### src/rtl/sha512_pkg.sv
`default_nettype none
package sha512_pkg;

  localparam logic ACT_ABSORB = 1'b0;
  localparam logic ACT_FINISH = 1'b1;

  localparam logic [7:0] PAD_BYTE = 8'h80;
  localparam int unsigned NUM_ROUNDS = 80;
  localparam int unsigned LEN_POS = 112;

  typedef logic [63:0] word_t;

  // one queued item between front and back
  typedef struct packed {
    logic       finish;
    logic [6:0] fill;
    word_t      bits;
    word_t      word;
  } job_t;

  function automatic word_t round_k(input logic [6:0] idx);
    word_t k;
    case (idx)
      7'd0:  k = 64'h428a2f98d728ae22; 7'd1:  k = 64'h7137449123ef65cd;
      7'd2:  k = 64'hb5c0fbcfec4d3b2f; 7'd3:  k = 64'he9b5dba58189dbbc;
      7'd4:  k = 64'h3956c25bf348b538; 7'd5:  k = 64'h59f111f1b605d019;
      7'd6:  k = 64'h923f82a4af194f9b; 7'd7:  k = 64'hab1c5ed5da6d8118;
      7'd8:  k = 64'hd807aa98a3030242; 7'd9:  k = 64'h12835b0145706fbe;
      7'd10: k = 64'h243185be4ee4b28c; 7'd11: k = 64'h550c7dc3d5ffb4e2;
      7'd12: k = 64'h72be5d74f27b896f; 7'd13: k = 64'h80deb1fe3b1696b1;
      7'd14: k = 64'h9bdc06a725c71235; 7'd15: k = 64'hc19bf174cf692694;
      7'd16: k = 64'he49b69c19ef14ad2; 7'd17: k = 64'hefbe4786384f25e3;
      7'd18: k = 64'h0fc19dc68b8cd5b5; 7'd19: k = 64'h240ca1cc77ac9c65;
      7'd20: k = 64'h2de92c6f592b0275; 7'd21: k = 64'h4a7484aa6ea6e483;
      7'd22: k = 64'h5cb0a9dcbd41fbd4; 7'd23: k = 64'h76f988da831153b5;
      7'd24: k = 64'h983e5152ee66dfab; 7'd25: k = 64'ha831c66d2db43210;
      7'd26: k = 64'hb00327c898fb213f; 7'd27: k = 64'hbf597fc7beef0ee4;
      7'd28: k = 64'hc6e00bf33da88fc2; 7'd29: k = 64'hd5a79147930aa725;
      7'd30: k = 64'h06ca6351e003826f; 7'd31: k = 64'h142929670a0e6e70;
      7'd32: k = 64'h27b70a8546d22ffc; 7'd33: k = 64'h2e1b21385c26c926;
      7'd34: k = 64'h4d2c6dfc5ac42aed; 7'd35: k = 64'h53380d139d95b3df;
      7'd36: k = 64'h650a73548baf63de; 7'd37: k = 64'h766a0abb3c77b2a8;
      7'd38: k = 64'h81c2c92e47edaee6; 7'd39: k = 64'h92722c851482353b;
      7'd40: k = 64'ha2bfe8a14cf10364; 7'd41: k = 64'ha81a664bbc423001;
      7'd42: k = 64'hc24b8b70d0f89791; 7'd43: k = 64'hc76c51a30654be30;
      7'd44: k = 64'hd192e819d6ef5218; 7'd45: k = 64'hd69906245565a910;
      7'd46: k = 64'hf40e35855771202a; 7'd47: k = 64'h106aa07032bbd1b8;
      7'd48: k = 64'h19a4c116b8d2d0c8; 7'd49: k = 64'h1e376c085141ab53;
      7'd50: k = 64'h2748774cdf8eeb99; 7'd51: k = 64'h34b0bcb5e19b48a8;
      7'd52: k = 64'h391c0cb3c5c95a63; 7'd53: k = 64'h4ed8aa4ae3418acb;
      7'd54: k = 64'h5b9cca4f7763e373; 7'd55: k = 64'h682e6ff3d6b2b8a3;
      7'd56: k = 64'h748f82ee5defb2fc; 7'd57: k = 64'h78a5636f43172f60;
      7'd58: k = 64'h84c87814a1f0ab72; 7'd59: k = 64'h8cc702081a6439ec;
      7'd60: k = 64'h90befffa23631e28; 7'd61: k = 64'ha4506cebde82bde9;
      7'd62: k = 64'hbef9a3f7b2c67915; 7'd63: k = 64'hc67178f2e372532b;
      7'd64: k = 64'hca273eceea26619c; 7'd65: k = 64'hd186b8c721c0c207;
      7'd66: k = 64'heada7dd6cde0eb1e; 7'd67: k = 64'hf57d4f7fee6ed178;
      7'd68: k = 64'h06f067aa72176fba; 7'd69: k = 64'h0a637dc5a2c898a6;
      7'd70: k = 64'h113f9804bef90dae; 7'd71: k = 64'h1b710b35131c471b;
      7'd72: k = 64'h28db77f523047d84; 7'd73: k = 64'h32caab7b40c72493;
      7'd74: k = 64'h3c9ebe0a15c9bebc; 7'd75: k = 64'h431d67c49c100d4c;
      7'd76: k = 64'h4cc5d4becb3e42b6; 7'd77: k = 64'h597f299cfc657e2a;
      7'd78: k = 64'h5fcb6fab3ad6faec; 7'd79: k = 64'h6c44198c4a475817;
      default: k = 64'h0;
    endcase
    return k;
  endfunction

  function automatic word_t init_h(input logic [2:0] idx);
    word_t h;
    case (idx)
      3'd0: h = 64'h6a09e667f3bcc908;
      3'd1: h = 64'hbb67ae8584caa73b;
      3'd2: h = 64'h3c6ef372fe94f82b;
      3'd3: h = 64'ha54ff53a5f1d36f1;
      3'd4: h = 64'h510e527fade682d1;
      3'd5: h = 64'h9b05688c2b3e6c1f;
      3'd6: h = 64'h1f83d9abfb41bd6b;
      default: h = 64'h5be0cd19137e2179;
    endcase
    return h;
  endfunction

  function automatic word_t rotr(input word_t v, input int unsigned n);
    return (v >> n) | (v << (64 - n));
  endfunction

endpackage
`default_nettype wire

### src/rtl/sha512_front.sv
`default_nettype none
// Packs bytes into big-endian words and tracks the message length.
module sha512_front (
  input  wire logic              clk,
  input  wire logic              rst_n,
  input  wire logic              in_valid,
  output logic                   in_stall,
  input  wire logic              in_action,
  input  wire logic [7:0]        in_data_byte,
  output logic                   q_valid,
  input  wire logic              q_stall,
  output sha512_pkg::job_t       q_job
);

  logic [63:0] count_r, count_nxt;
  logic [55:0] part_r, part_nxt;
  logic        busy_r, busy_nxt;
  sha512_pkg::job_t job_r, job_nxt;
  logic        acc;
  logic [6:0]  fill;

  assign fill     = count_r[6:0];
  assign in_stall = busy_r;
  assign acc      = in_valid && !busy_r;
  assign q_valid  = busy_r;
  assign q_job    = job_r;

  // classify a beat; hold a word or a finish until the back takes it
  always_comb begin
    count_nxt = count_r;
    part_nxt  = part_r;
    busy_nxt  = busy_r;
    job_nxt   = job_r;
    if (busy_r && !q_stall) busy_nxt = 1'b0;
    if (acc) begin
      job_nxt.fill  = fill;
      job_nxt.bits  = {count_r[60:0], 3'b000};
      job_nxt.word  = {part_r, in_data_byte};
      job_nxt.finish = (in_action == sha512_pkg::ACT_FINISH);
      if (in_action == sha512_pkg::ACT_FINISH) begin
        count_nxt = 64'd0;
        busy_nxt  = 1'b1;
      end else begin
        count_nxt = count_r + 64'd1;
        part_nxt  = {part_r[47:0], in_data_byte};
        if (fill[2:0] == 3'd7) begin
          busy_nxt = 1'b1;
        end
      end
    end
  end

  always_ff @(posedge clk) begin
    if (!rst_n) begin
      count_r <= 64'd0;
      busy_r  <= 1'b0;
    end else begin
      count_r <= count_nxt;
      busy_r  <= busy_nxt;
    end
    part_r <= part_nxt;
    job_r  <= job_nxt;
  end

endmodule
`default_nettype wire

### config.mk
export PLATFORM = sky130hd
export DESIGN_NAME = sha512_front
export DESIGN_NICKNAME = d
export VERILOG_FILES = /design/src/rtl/sha512_pkg.sv /design/src/rtl/sha512_front.sv
export SDC_FILE = /design/constraint.sdc
export NUM_CORES = 1
export LEC_CHECK = 0
export BUFFER_PORTS_ARGS = -buffer_cell sky130_fd_sc_hd__buf_2
export CAP_MARGIN = 20
export CORE_AREA = 2 2 128 130
export DETAILED_ROUTE_END_ITERATION = 6
export DIE_AREA = 0 0 130 132
export HOLD_SLACK_MARGIN = 0.08
export PLACE_DENSITY = 0.9
export SYNTH_ARGS = -nofsm -noshare
export SYNTH_HDL_FRONTEND = slang
export SYNTH_SLANG_ARGS = --single-unit
### constraint.sdc
create_clock -name clk -period 4.8 [get_ports clk]
set_clock_uncertainty 0.05 [all_clocks]
set_input_delay 0.48 -clock clk [delete_from_list [all_inputs] [get_ports clk]]
set_output_delay 0.48 -clock clk [all_outputs]
set_load 0.01 [all_outputs]
==> flow_metrics.py, run 1 <==
metrics = {
    "run_status": {
        "status": "finished, final reports clean",
    },
    "clock_network": {
        "clkSinkCount": 244,
        "cts_setup_buffers": 0,
        "hold_buffers": 0,
        "cts_resized": 0,
        "ctsRootBufferMaster": "clkbuf_16",
        "cts_made_buffers": 24,
        "cts.clk_slew.worst_paths_ns": 0.06,
        "cts_tree": "built",
        "cts.htree.levels": 1,
        "worstSkewPairLatency_ns": 0.51,
        "clockBufferDepth": 3,
    },
    "logic_synthesis": {
        "synth.most_common_cell": "edfxtp_1",
        "synth_seq_cells": 244,
        "ys.warnings.count": 0,
        "async_flop_share": 0,
        "ys_top_cells_by_count": "182 x edfxtp_1, 62 x dfxtp_1, 46 x nor2_1",
        "avgSynthCellArea_um2": 15.4,
        "synthFlopType": "edfxtp_1",
        "synth_area_um2": 8530,
        "synth_top_area_share": 0.640,
        "yosys-top-cells-area": "edfxtp_1 64%, dfxtp_1 15%, xnor2_1 2.4%",
        "synth_largest_area_cell": "edfxtp_1",
        "syn_inst": 555,
        "ys_types": 36,
        "ys_seq_area_frac": 0.786,
        "synth-edff-count": 182,
    },
    "hold_path": {
        "worst_hold_path_type": "primary input to flip-flop",
        "min-delay-start": "in_data_byte[5]",
        "hold_path_end": "part_r[5]",
        "holdPathStages": 1,
    },
    "power_and_ir_drop": {
        "powerDensity_nw_per_um2": 424,
        "irDropWorstVdd_uv": 365,
        "p_leak_uw": 0.00366,
    },
    "worst_setup_path": {
        "crit_type": "flip-flop to flip-flop",
        "startpoint_type": "flip-flop",
        "r2r_start": "count_r[0]",
        "worstPathRequired_ns": 5.12,
        "r2r_setup_slack_ns": 1.89,
        "endpoint_kind": "flip-flop",
        "regToRegEndpoint": "count_r[56]",
        "reg2reg_depth": 6,
        "crit_path_max_fanout": 14,
        "arrival_ns": 3.23,
    },
    "timing": {
        "final.setup.tns_ns": 0,
        "max_slew_margin": 0.372,
        "final_max_slew_viol_count": 0,
        "hold_viol_final": 0,
        "grt_setup_unrepaired": "no",
        "fin_crit_sh": 0.606,
        "fin_crit_ns": 2.91,
        "whs_ns": 0.107,
        "fmaxAchievable_mhz": 344,
        "final-setup-viol-count": 0,
        "tightest_slew_ns": 0.928,
    },
    "die": {
        "io_pins": 151,
        "start_util": 0.543,
        "die_w_um": 130,
        "rows": 46,
        "core_area_um2": 15700,
        "die_h_um": 132,
        "die-area_um2": 17200,
    },
    "place": {
        "dp_cells": 896,
        "place.gp.congestion": 0.846,
        "placed_cell_area_um2": 9440,
        "port_buffers": 147,
        "hpwlAfterDp_mm": 10.2,
    },
    "drt": {
        "dr.pass1.iters": 4,
        "via_per_inst": 5.32,
        "drc_errors": 0,
        "drt_iter0_drc": 500,
        "totalWireLength_mm": 16.1,
        "vias": 5007,
        "post_drt_wl_per_cell_um": 17.1,
        "ant_nets": 0,
    },
    "global_route": {
        "antenna_found_initial": 2,
        "grt_start_max_net_pins": 68,
        "grt-ovfl-total": 0,
        "grt_use_total": 0.186,
        "grt_first_pass_wirelength_mm": 25.2,
        "grt_pass1_vias": 4661,
    },
    "layout": {
        "final_cell_area_um2": 10200,
        "regArea_um2": 6710,
        "multiInputGateArea_um2": 1660,
        "syn_to_final_growth_pct": 19.8,
        "fillers": 1114,
        "drive_gt1_frac": 0.268,
        "nNetsFinal": 722,
        "final_cells": 942,
    },
    "run": {
        "max_cap_violations": 0,
    },
}
==> cells in the final DEF (no fill, tap or decap), drive strengths merged, types with 3 or more instances in the layout <==
cell,count
edfxtp,182
buf,151
dfxtp,62
nor2,46
nand4,28
clkbuf,25
xnor2,23
nand2,23
nand3,18
xor2,18
a21oi,18
nor3,15
o21ai,15
or3,13
clkinv,13
nor4,12
inv,11
and4,8
and3,8
and2,6
or4,3
nand4b,3
conb,3
==> per-layer routing <==
layer	wire length (um)	up-vias	part of all wire	track usage
met5	0	-	0	0
met4	496	0	0.031	0.0633
met2	7950	204	0.49	0.298
met3	896	36	0.056	0.0288
met1	6740	2401	0.42	0.263
li1	-	2366	-	-
==> area by class of cell <==
cell class	count	share of cell area
antenna	2	0.000489
clock buffer	25	0.0591
clock inverter	18	0.0157
inverter	10	0.00391
multi-input combinational	276	0.163
sequential	244	0.656
tap	216	0.0264
timing repair buffer	151	0.0761
==> state kept, by name (all words and copies together) (netlist names) <==
name      cells
part_r       56
count_r      61
in_stall      1
q_job       126
==> kinds of logic after synthesis <==
| group | after synthesis | synth area share |
|---|---|---|
| AOI/OAI and AO/OA | 40 | 0.0259 |
| xor gates and xnor gates | 41 | 0.0421 |
| adders and majority gates | 2 | 0.00293 |
| buffers and inverters | 37 | 0.0214 |
| DFF | 244 | 0.786 |
| other | 1 | 0.000439 |
| and+or+nand+nor | 190 | 0.121 |
==> worst max-delay path: stages (launching register included) <==
cell	delay (ns)
dfxtp_1	0.42
ha_1	0.22
and2_1	0.18
nand4_1	0.54
or4_1	0.82
o41ai_1	0.43
a21oi_1	0.11
==> through the flow <==
| step | total power [uW] | setup slack (ns) | utilization |
|---|---|---|---|
| 2_1_floorplan | 2500 | 0.518 | - |
| 3_5_place_dp | 2580 | 1.80 | 0.601 |
| 5_1_grt | 4470 | 1.71 | 0.651 |
| 6_report | 4330 | 1.89 | 0.651 |
| 4_1_cts | 4360 | 1.96 | 0.649 |
| 3_3_place_gp | 2570 | 1.90 | 0.601 |
==> worst max path at each step <==
| stage | start | endpoint | slack (ns) | cells past startpoint |
|---|---|---|---|---|
| after floorplan | in_valid | count_r[24] | 0.52 | 7 |
| after global placement | in_valid | count_r[56] | 1.90 | 6 |
| after detailed placement | in_valid | count_r[56] | 1.80 | 6 |
| after CTS | in_stall | count_r[56] | 1.96 | 5 |
| after global routing | in_stall | count_r[57] | 1.71 | 5 |
| final | count_r[0] | count_r[56] | 1.89 | 6 |
==> where the power goes <==
group          switching [uW]  total, uW  internal (uW)
sequential               25.0       2370           2350
clock                     772       1800           1030
combinational             110        158           47.2
Note: power is estimated with default switching activity, not from simulation.
==> run 2: changes to the inputs <==
==> constraint.sdc (replaced) <==
create_clock -name clk -period 2.8 [get_ports clk]
set_clock_uncertainty 0.05 [all_clocks]
set_input_delay 0.28 -clock clk [delete_from_list [all_inputs] [get_ports clk]]
set_output_delay 0.28 -clock clk [all_outputs]
set_load 0.01 [all_outputs]
==> run 2 against run 1 <==
  * Power up 69%
  * Via count increased by 2.0%
  * Worst setup slack got worse by 1.5 ns
  * Utilization rose by 1.2 points
  * First-iteration DRC count decreased by 11%
  * Largest power group unchanged
  * Highest routed layer unchanged
==> flow_metrics.py, run 2 (synthesis results as in run 1) <==
metrics = {
    "drt": {
        "dr.pass1.iters": 7,
        "post_drt_wl_per_cell_um": 16.8,
        "via_per_inst": 5.30,
        "ant_nets": 0,
        "drt_iter0_drc": 443,
        "drc_errors": 0,
        "totalWireLength_mm": 16.2,
        "vias": 5108,
    },
    "run": {
        "max_cap_violations": 0,
    },
    "worst_setup_path": {
        "arrival_ns": 2.82,
        "r2r_start": "count_r[2]",
        "reg2reg_depth": 6,
        "crit_type": "flip-flop to flip-flop",
        "regToRegEndpoint": "count_r[45]",
        "crit_end": "count_r[45]",
        "endpoint_kind": "flip-flop",
        "startpoint_type": "flip-flop",
        "r2r_setup_slack_ns": 0.37,
        "worstSetupStartpoint": "count_r[2]",
        "crit_path_max_fanout": 9,
        "worstPathRequired_ns": 3.19,
    },
    "clock_network": {
        "worstSkewPairLatency_ns": 0.52,
        "cts_tree": "built",
        "cts.htree.levels": 1,
        "hold_buffers": 12,
        "cts_made_buffers": 24,
        "ctsRootBufferMaster": "clkbuf_16",
        "cts_resized": 0,
        "clockBufferDepth": 3,
        "cts_setup_buffers": 0,
        "clkSinkCount": 244,
        "cts.clk_slew.worst_paths_ns": 0.06,
    },
    "timing": {
        "fmaxAchievable_mhz": 411,
        "timing.final.ws_setup_ns": 0.370,
        "hold_viol_final": 0,
        "final-setup-viol-count": 0,
        "tightest_slew_ns": 0.642,
        "fin_crit_sh": 0.868,
        "max_slew_margin": 0.572,
        "fin_crit_ns": 2.43,
        "final_max_slew_viol_count": 0,
        "grt_setup_unrepaired": "no",
    },
    "die": {
        "io_pins": 151,
        "die-area_um2": 17200,
        "rows": 46,
        "die_w_um": 130,
        "core_area_um2": 15700,
        "start_util": 0.543,
        "die_h_um": 132,
    },
    "power_and_ir_drop": {
        "irDropWorstVdd_uv": 453,
        "powerDensity_nw_per_um2": 704,
        "p_leak_uw": 0.00374,
    },
    "layout": {
        "multiInputGateArea_um2": 1670,
        "fin_util": 0.663,
        "largest_reg_flops": 126,
        "antenna_cells": 0,
        "fillers": 1085,
        "regArea_um2": 6710,
        "layout_common_cells": "182 x edfxtp_1, 147 x buf_2, 61 x dfxtp_1",
        "nNetsFinal": 744,
        "syn_to_final_growth_pct": 22.1,
        "final_common_cell": "edfxtp_1",
        "drive_gt1_frac": 0.268,
    },
    "global_route": {
        "grt_start_max_net_pins": 66,
        "antenna_found_initial": 0,
        "grt-ovfl-total": 0,
        "grt_pass1_vias": 5005,
        "grt_first_pass_wirelength_mm": 25.7,
        "grt_use_total": 0.189,
    },
    "place": {
        "hpwlAfterDp_mm": 10.6,
        "port_buffers": 147,
        "place.gp.congestion": 0.910,
        "post-place-ws_ns": 0.446,
    },
    "run_status": {
        "status": "finished, final reports clean",
    },
    "hold_path": {
        "holdPathStages": 4,
        "worst_hold_path_type": "primary input to flip-flop",
    },
}
run 2: area by class of cell:
cell class | count | share of cell area
inverter | 10 | 0.00396
clock inverter | 11 | 0.0104
clock buffer | 33 | 0.0609
tap | 216 | 0.0259
timing repair buffer | 173 | 0.0946
multi-input combinational | 276 | 0.160
sequential | 244 | 0.644
run 2: power by group:
group          total (uW)  internal, uW  switching, uW
Clock                2980          1690           1280
Combinational         289          97.0            192
Sequential           4070          4030           42.8
run 2: critical path: stages, from the launching register on:
cell      delay, ns
dfxtp_1        0.40
and4b_1        0.41
nand4_1        0.32
buf_4          0.27
nor3_1         0.50
nand4b_1       0.20
a21oi_1        0.20
run 2: per-layer routing:
layer  vias to the layer above  routed length [um]  track usage
met3                        43                1060       0.0317
met4                         0                 540       0.0717
li1                       2424                   -            -
met5                         -                   0            0
met2                       212                7980        0.311
met1                      2429                6610        0.253
run 2: worst min path at each step:
stage / startpoint / end / slack, ns
final: in_valid / count_r[1] / 0.11
after global routing: in_valid / count_r[1] / 0.11
after CTS: in_valid / count_r[1] / 0.09
after detailed placement: part_r[51] / q_job[59] / 0.35
after global placement: part_r[49] / q_job[57] / 0.35
after floorplan: in_data_byte[0] / part_r[0] / 0.33
run 2: through the flow:
step	hold WS [ns]	TNS (ns)	instance area, um^2	total power [uW]	std cells
after floorplan	0.329	-15.88	8590	4300	557
after global placement	0.350	0	9560	4420	907
after detailed placement	0.355	0	9560	4430	907
after CTS	0.0939	0	10400	7400	963
after global routing	0.113	0	10400	7570	963
final	0.113	0	10400	7340	963
==> run 3: changes to the inputs <==
==> config.mk (replaced) <==
export PLATFORM = sky130hd
export DESIGN_NAME = sha512_front
export DESIGN_NICKNAME = d
export VERILOG_FILES = /design/src/rtl/sha512_pkg.sv /design/src/rtl/sha512_front.sv
export SDC_FILE = /design/constraint.sdc
export NUM_CORES = 1
export LEC_CHECK = 0
export CAP_MARGIN = 25
export CORE_AREA = 2 2 123 125
export DETAILED_ROUTE_END_ITERATION = 6
export DIE_AREA = 0 0 125 127
export DONT_BUFFER_PORTS = 1
export HOLD_SLACK_MARGIN = 0.08
export PLACE_DENSITY = 0.86
export SYNTH_ARGS = -nofsm -noshare
export SYNTH_HDL_FRONTEND = slang
export SYNTH_SLANG_ARGS = --single-unit
==> run 3 against run 2 <==
  * Count of clock-buffer cells in the layout fell by 4
  * Final area fell by 7.7%
  * Die area down 7.5%
  * Global-route usage rose by 0.67 points
  * Sequential cell count unchanged
  * Critical path type unchanged
  * Largest cell class unchanged
  * Largest power group unchanged
  * Highest routed layer unchanged
==> flow_metrics.py, run 3 (synthesis results as in run 1) <==
metrics = {
    "run_status": {
        "status": "finished, final reports clean",
    },
    "timing": {
        "whs_ns": 0.114,
        "fin_crit_ns": 2.42,
        "grt_setup_unrepaired": "no",
        "final.setup.tns_ns": 0,
        "tightest_slew_ns": 0.539,
        "fin_crit_sh": 0.863,
        "final_max_slew_viol_count": 0,
        "max_slew_margin": 0.641,
        "fmaxAchievable_mhz": 414,
        "hold_viol_final": 0,
        "final-setup-viol-count": 0,
    },
    "layout": {
        "fillers": 959,
        "final_cell_area_um2": 9620,
        "drive_gt1_frac": 0.0905,
        "antenna_cells": 0,
        "largest_reg_flops": 126,
        "final_cells": 781,
        "syn_to_final_growth_pct": 12.7,
        "final_common_cell": "edfxtp_1",
        "nNetsFinal": 595,
        "layout_common_cells": "182 x edfxtp_1, 61 x dfxtp_1, 45 x nor2_1",
    },
    "place": {
        "place.gp.congestion": 0.884,
        "placed_cell_area_um2": 8770,
        "dp_cells": 726,
        "port_buffers": 0,
        "hpwlAfterDp_mm": 10.1,
    },
    "clock_network": {
        "ctsRootBufferMaster": "clkbuf_16",
        "worstSkewPairLatency_ns": 0.51,
        "cts_made_buffers": 24,
        "clockBufferDepth": 3,
        "cts.htree.levels": 1,
        "cts_tree": "built",
        "cts.clk_slew.worst_paths_ns": 0.06,
        "clkSinkCount": 244,
    },
    "hold_path": {
        "worst_hold_path_type": "primary input to flip-flop",
    },
    "worst_setup_path": {
        "worstPathRequired_ns": 3.18,
        "startpoint_type": "flip-flop",
        "endpoint_kind": "flip-flop",
        "arrival_ns": 2.80,
        "crit_type": "flip-flop to flip-flop",
        "r2r_setup_slack_ns": 0.38,
        "crit_path_max_fanout": 9,
    },
    "power_and_ir_drop": {
        "pwr-share-clk": 0.407,
        "fin_total_pwr_uw": 7220,
        "powerDensity_nw_per_um2": 750,
        "irDropWorstVdd_uv": 459,
        "seqPwrFrac": 0.575,
        "swShare": 0.205,
        "p_comb_frac": 0.018,
        "internal_power_uw": 5740,
        "p_leak_uw": 0.00311,
        "net-switching-power_uw": 1480,
    },
    "drt": {
        "via_per_inst": 5.91,
        "drt_iter0_drc": 457,
        "vias": 4617,
        "totalWireLength_mm": 15.9,
        "dr.pass1.iters": 5,
        "drc_errors": 0,
        "post_drt_wl_per_cell_um": 20.4,
        "ant_nets": 0,
    },
    "global_route": {
        "met2_usage": 0.322,
        "grt_start_max_net_pins": 90,
        "grt_use_total": 0.196,
        "antenna_found_initial": 0,
        "grt_pass1_vias": 4389,
        "grt_first_pass_wirelength_mm": 24.8,
        "gr-usage-met3": 0.0477,
        "top_usage_layer": "met2",
        "gr-usage-met1": 0.264,
        "grt-ovfl-total": 0,
    },
    "die": {
        "die_w_um": 125,
        "die-area_um2": 15900,
        "core_area_um2": 14400,
        "rows": 44,
        "io_pins": 151,
        "die_h_um": 127,
        "start_util": 0.592,
    },
    "run": {
        "max_cap_violations": 0,
    },
}
==> run 3: cell types whose count changed in the layout (fill, tap and decap cells not counted) <==
cell and change:
clkbuf_1 -4, clkinv_16 -1, buf_4 -2, clkinv_2 +2, buf_2 -147, clkinv_8 +1
clkinvlp_4 +1
==> run 3: stage by stage <==
step           worst slack, ns  utilization
6_report                 0.382        0.667
5_1_grt                  0.138        0.667
4_1_cts                  0.392        0.667
3_5_place_dp             0.412        0.608
3_3_place_gp             0.483        0.608
2_1_floorplan           -0.232            -
==> run 3: layout make-up <==
class	instances	area, um^2	area share
Inverter	10	41.3	0.00429
Timing Repair Buffer	24	235	0.0245
Clock inverter	14	113	0.0117
Multi-Input combinational cell	276	1670	0.174
Clock buffer	29	619	0.0644
Sequential cell	244	6710	0.698
Tap cell	184	230	0.0239
==> run 3: routing by layer <==
| metal | wire length, um | vias up | part of all wire |
|---|---|---|---|
| met5 | 0 | - | 0 |
| met3 | 1160 | 31 | 0.073 |
| met2 | 7960 | 211 | 0.50 |
| li1 | - | 2116 | - |
| met4 | 385 | 0 | 0.024 |
| met1 | 6440 | 2259 | 0.40 |
==> run 3: path summary, 6_finish.rpt <==
kind | startpoint | end | cells after the start
worst max-delay path | count_r[10] | count_r[40] | 5
worst min-delay path | rst_n | count_r[0] | 2
worst max register to register | count_r[10] | count_r[40] | 5
worst min register to register | part_r[48] | q_job[56] | 0
==> run 3: critical path, stage by stage (launching register included) <==
cell,delay (ns)
dfxtp_1,0.47
nand4_4,0.20
or3_1,0.42
or4_1,0.66
or3_1,0.40
a21oi_1,0.14
==> run 3: power groups by stage <==
stage	combinational [uW]	clock, uW	sequential [uW]
after detailed placement	113	0	4230
after global routing	141	3140	4160
after CTS	131	3000	4150
final	130	2940	4150
after floorplan	96.3	0	4200
after global placement	109	0	4220
==> run 3: timing repair <==
item | 4_1_cts | 5_1_grt
resized for setup | 0 | 0
hold buffers | 12 | 0
hold endpoints to repair | 22 | 0
buffers inserted | 0 | 0
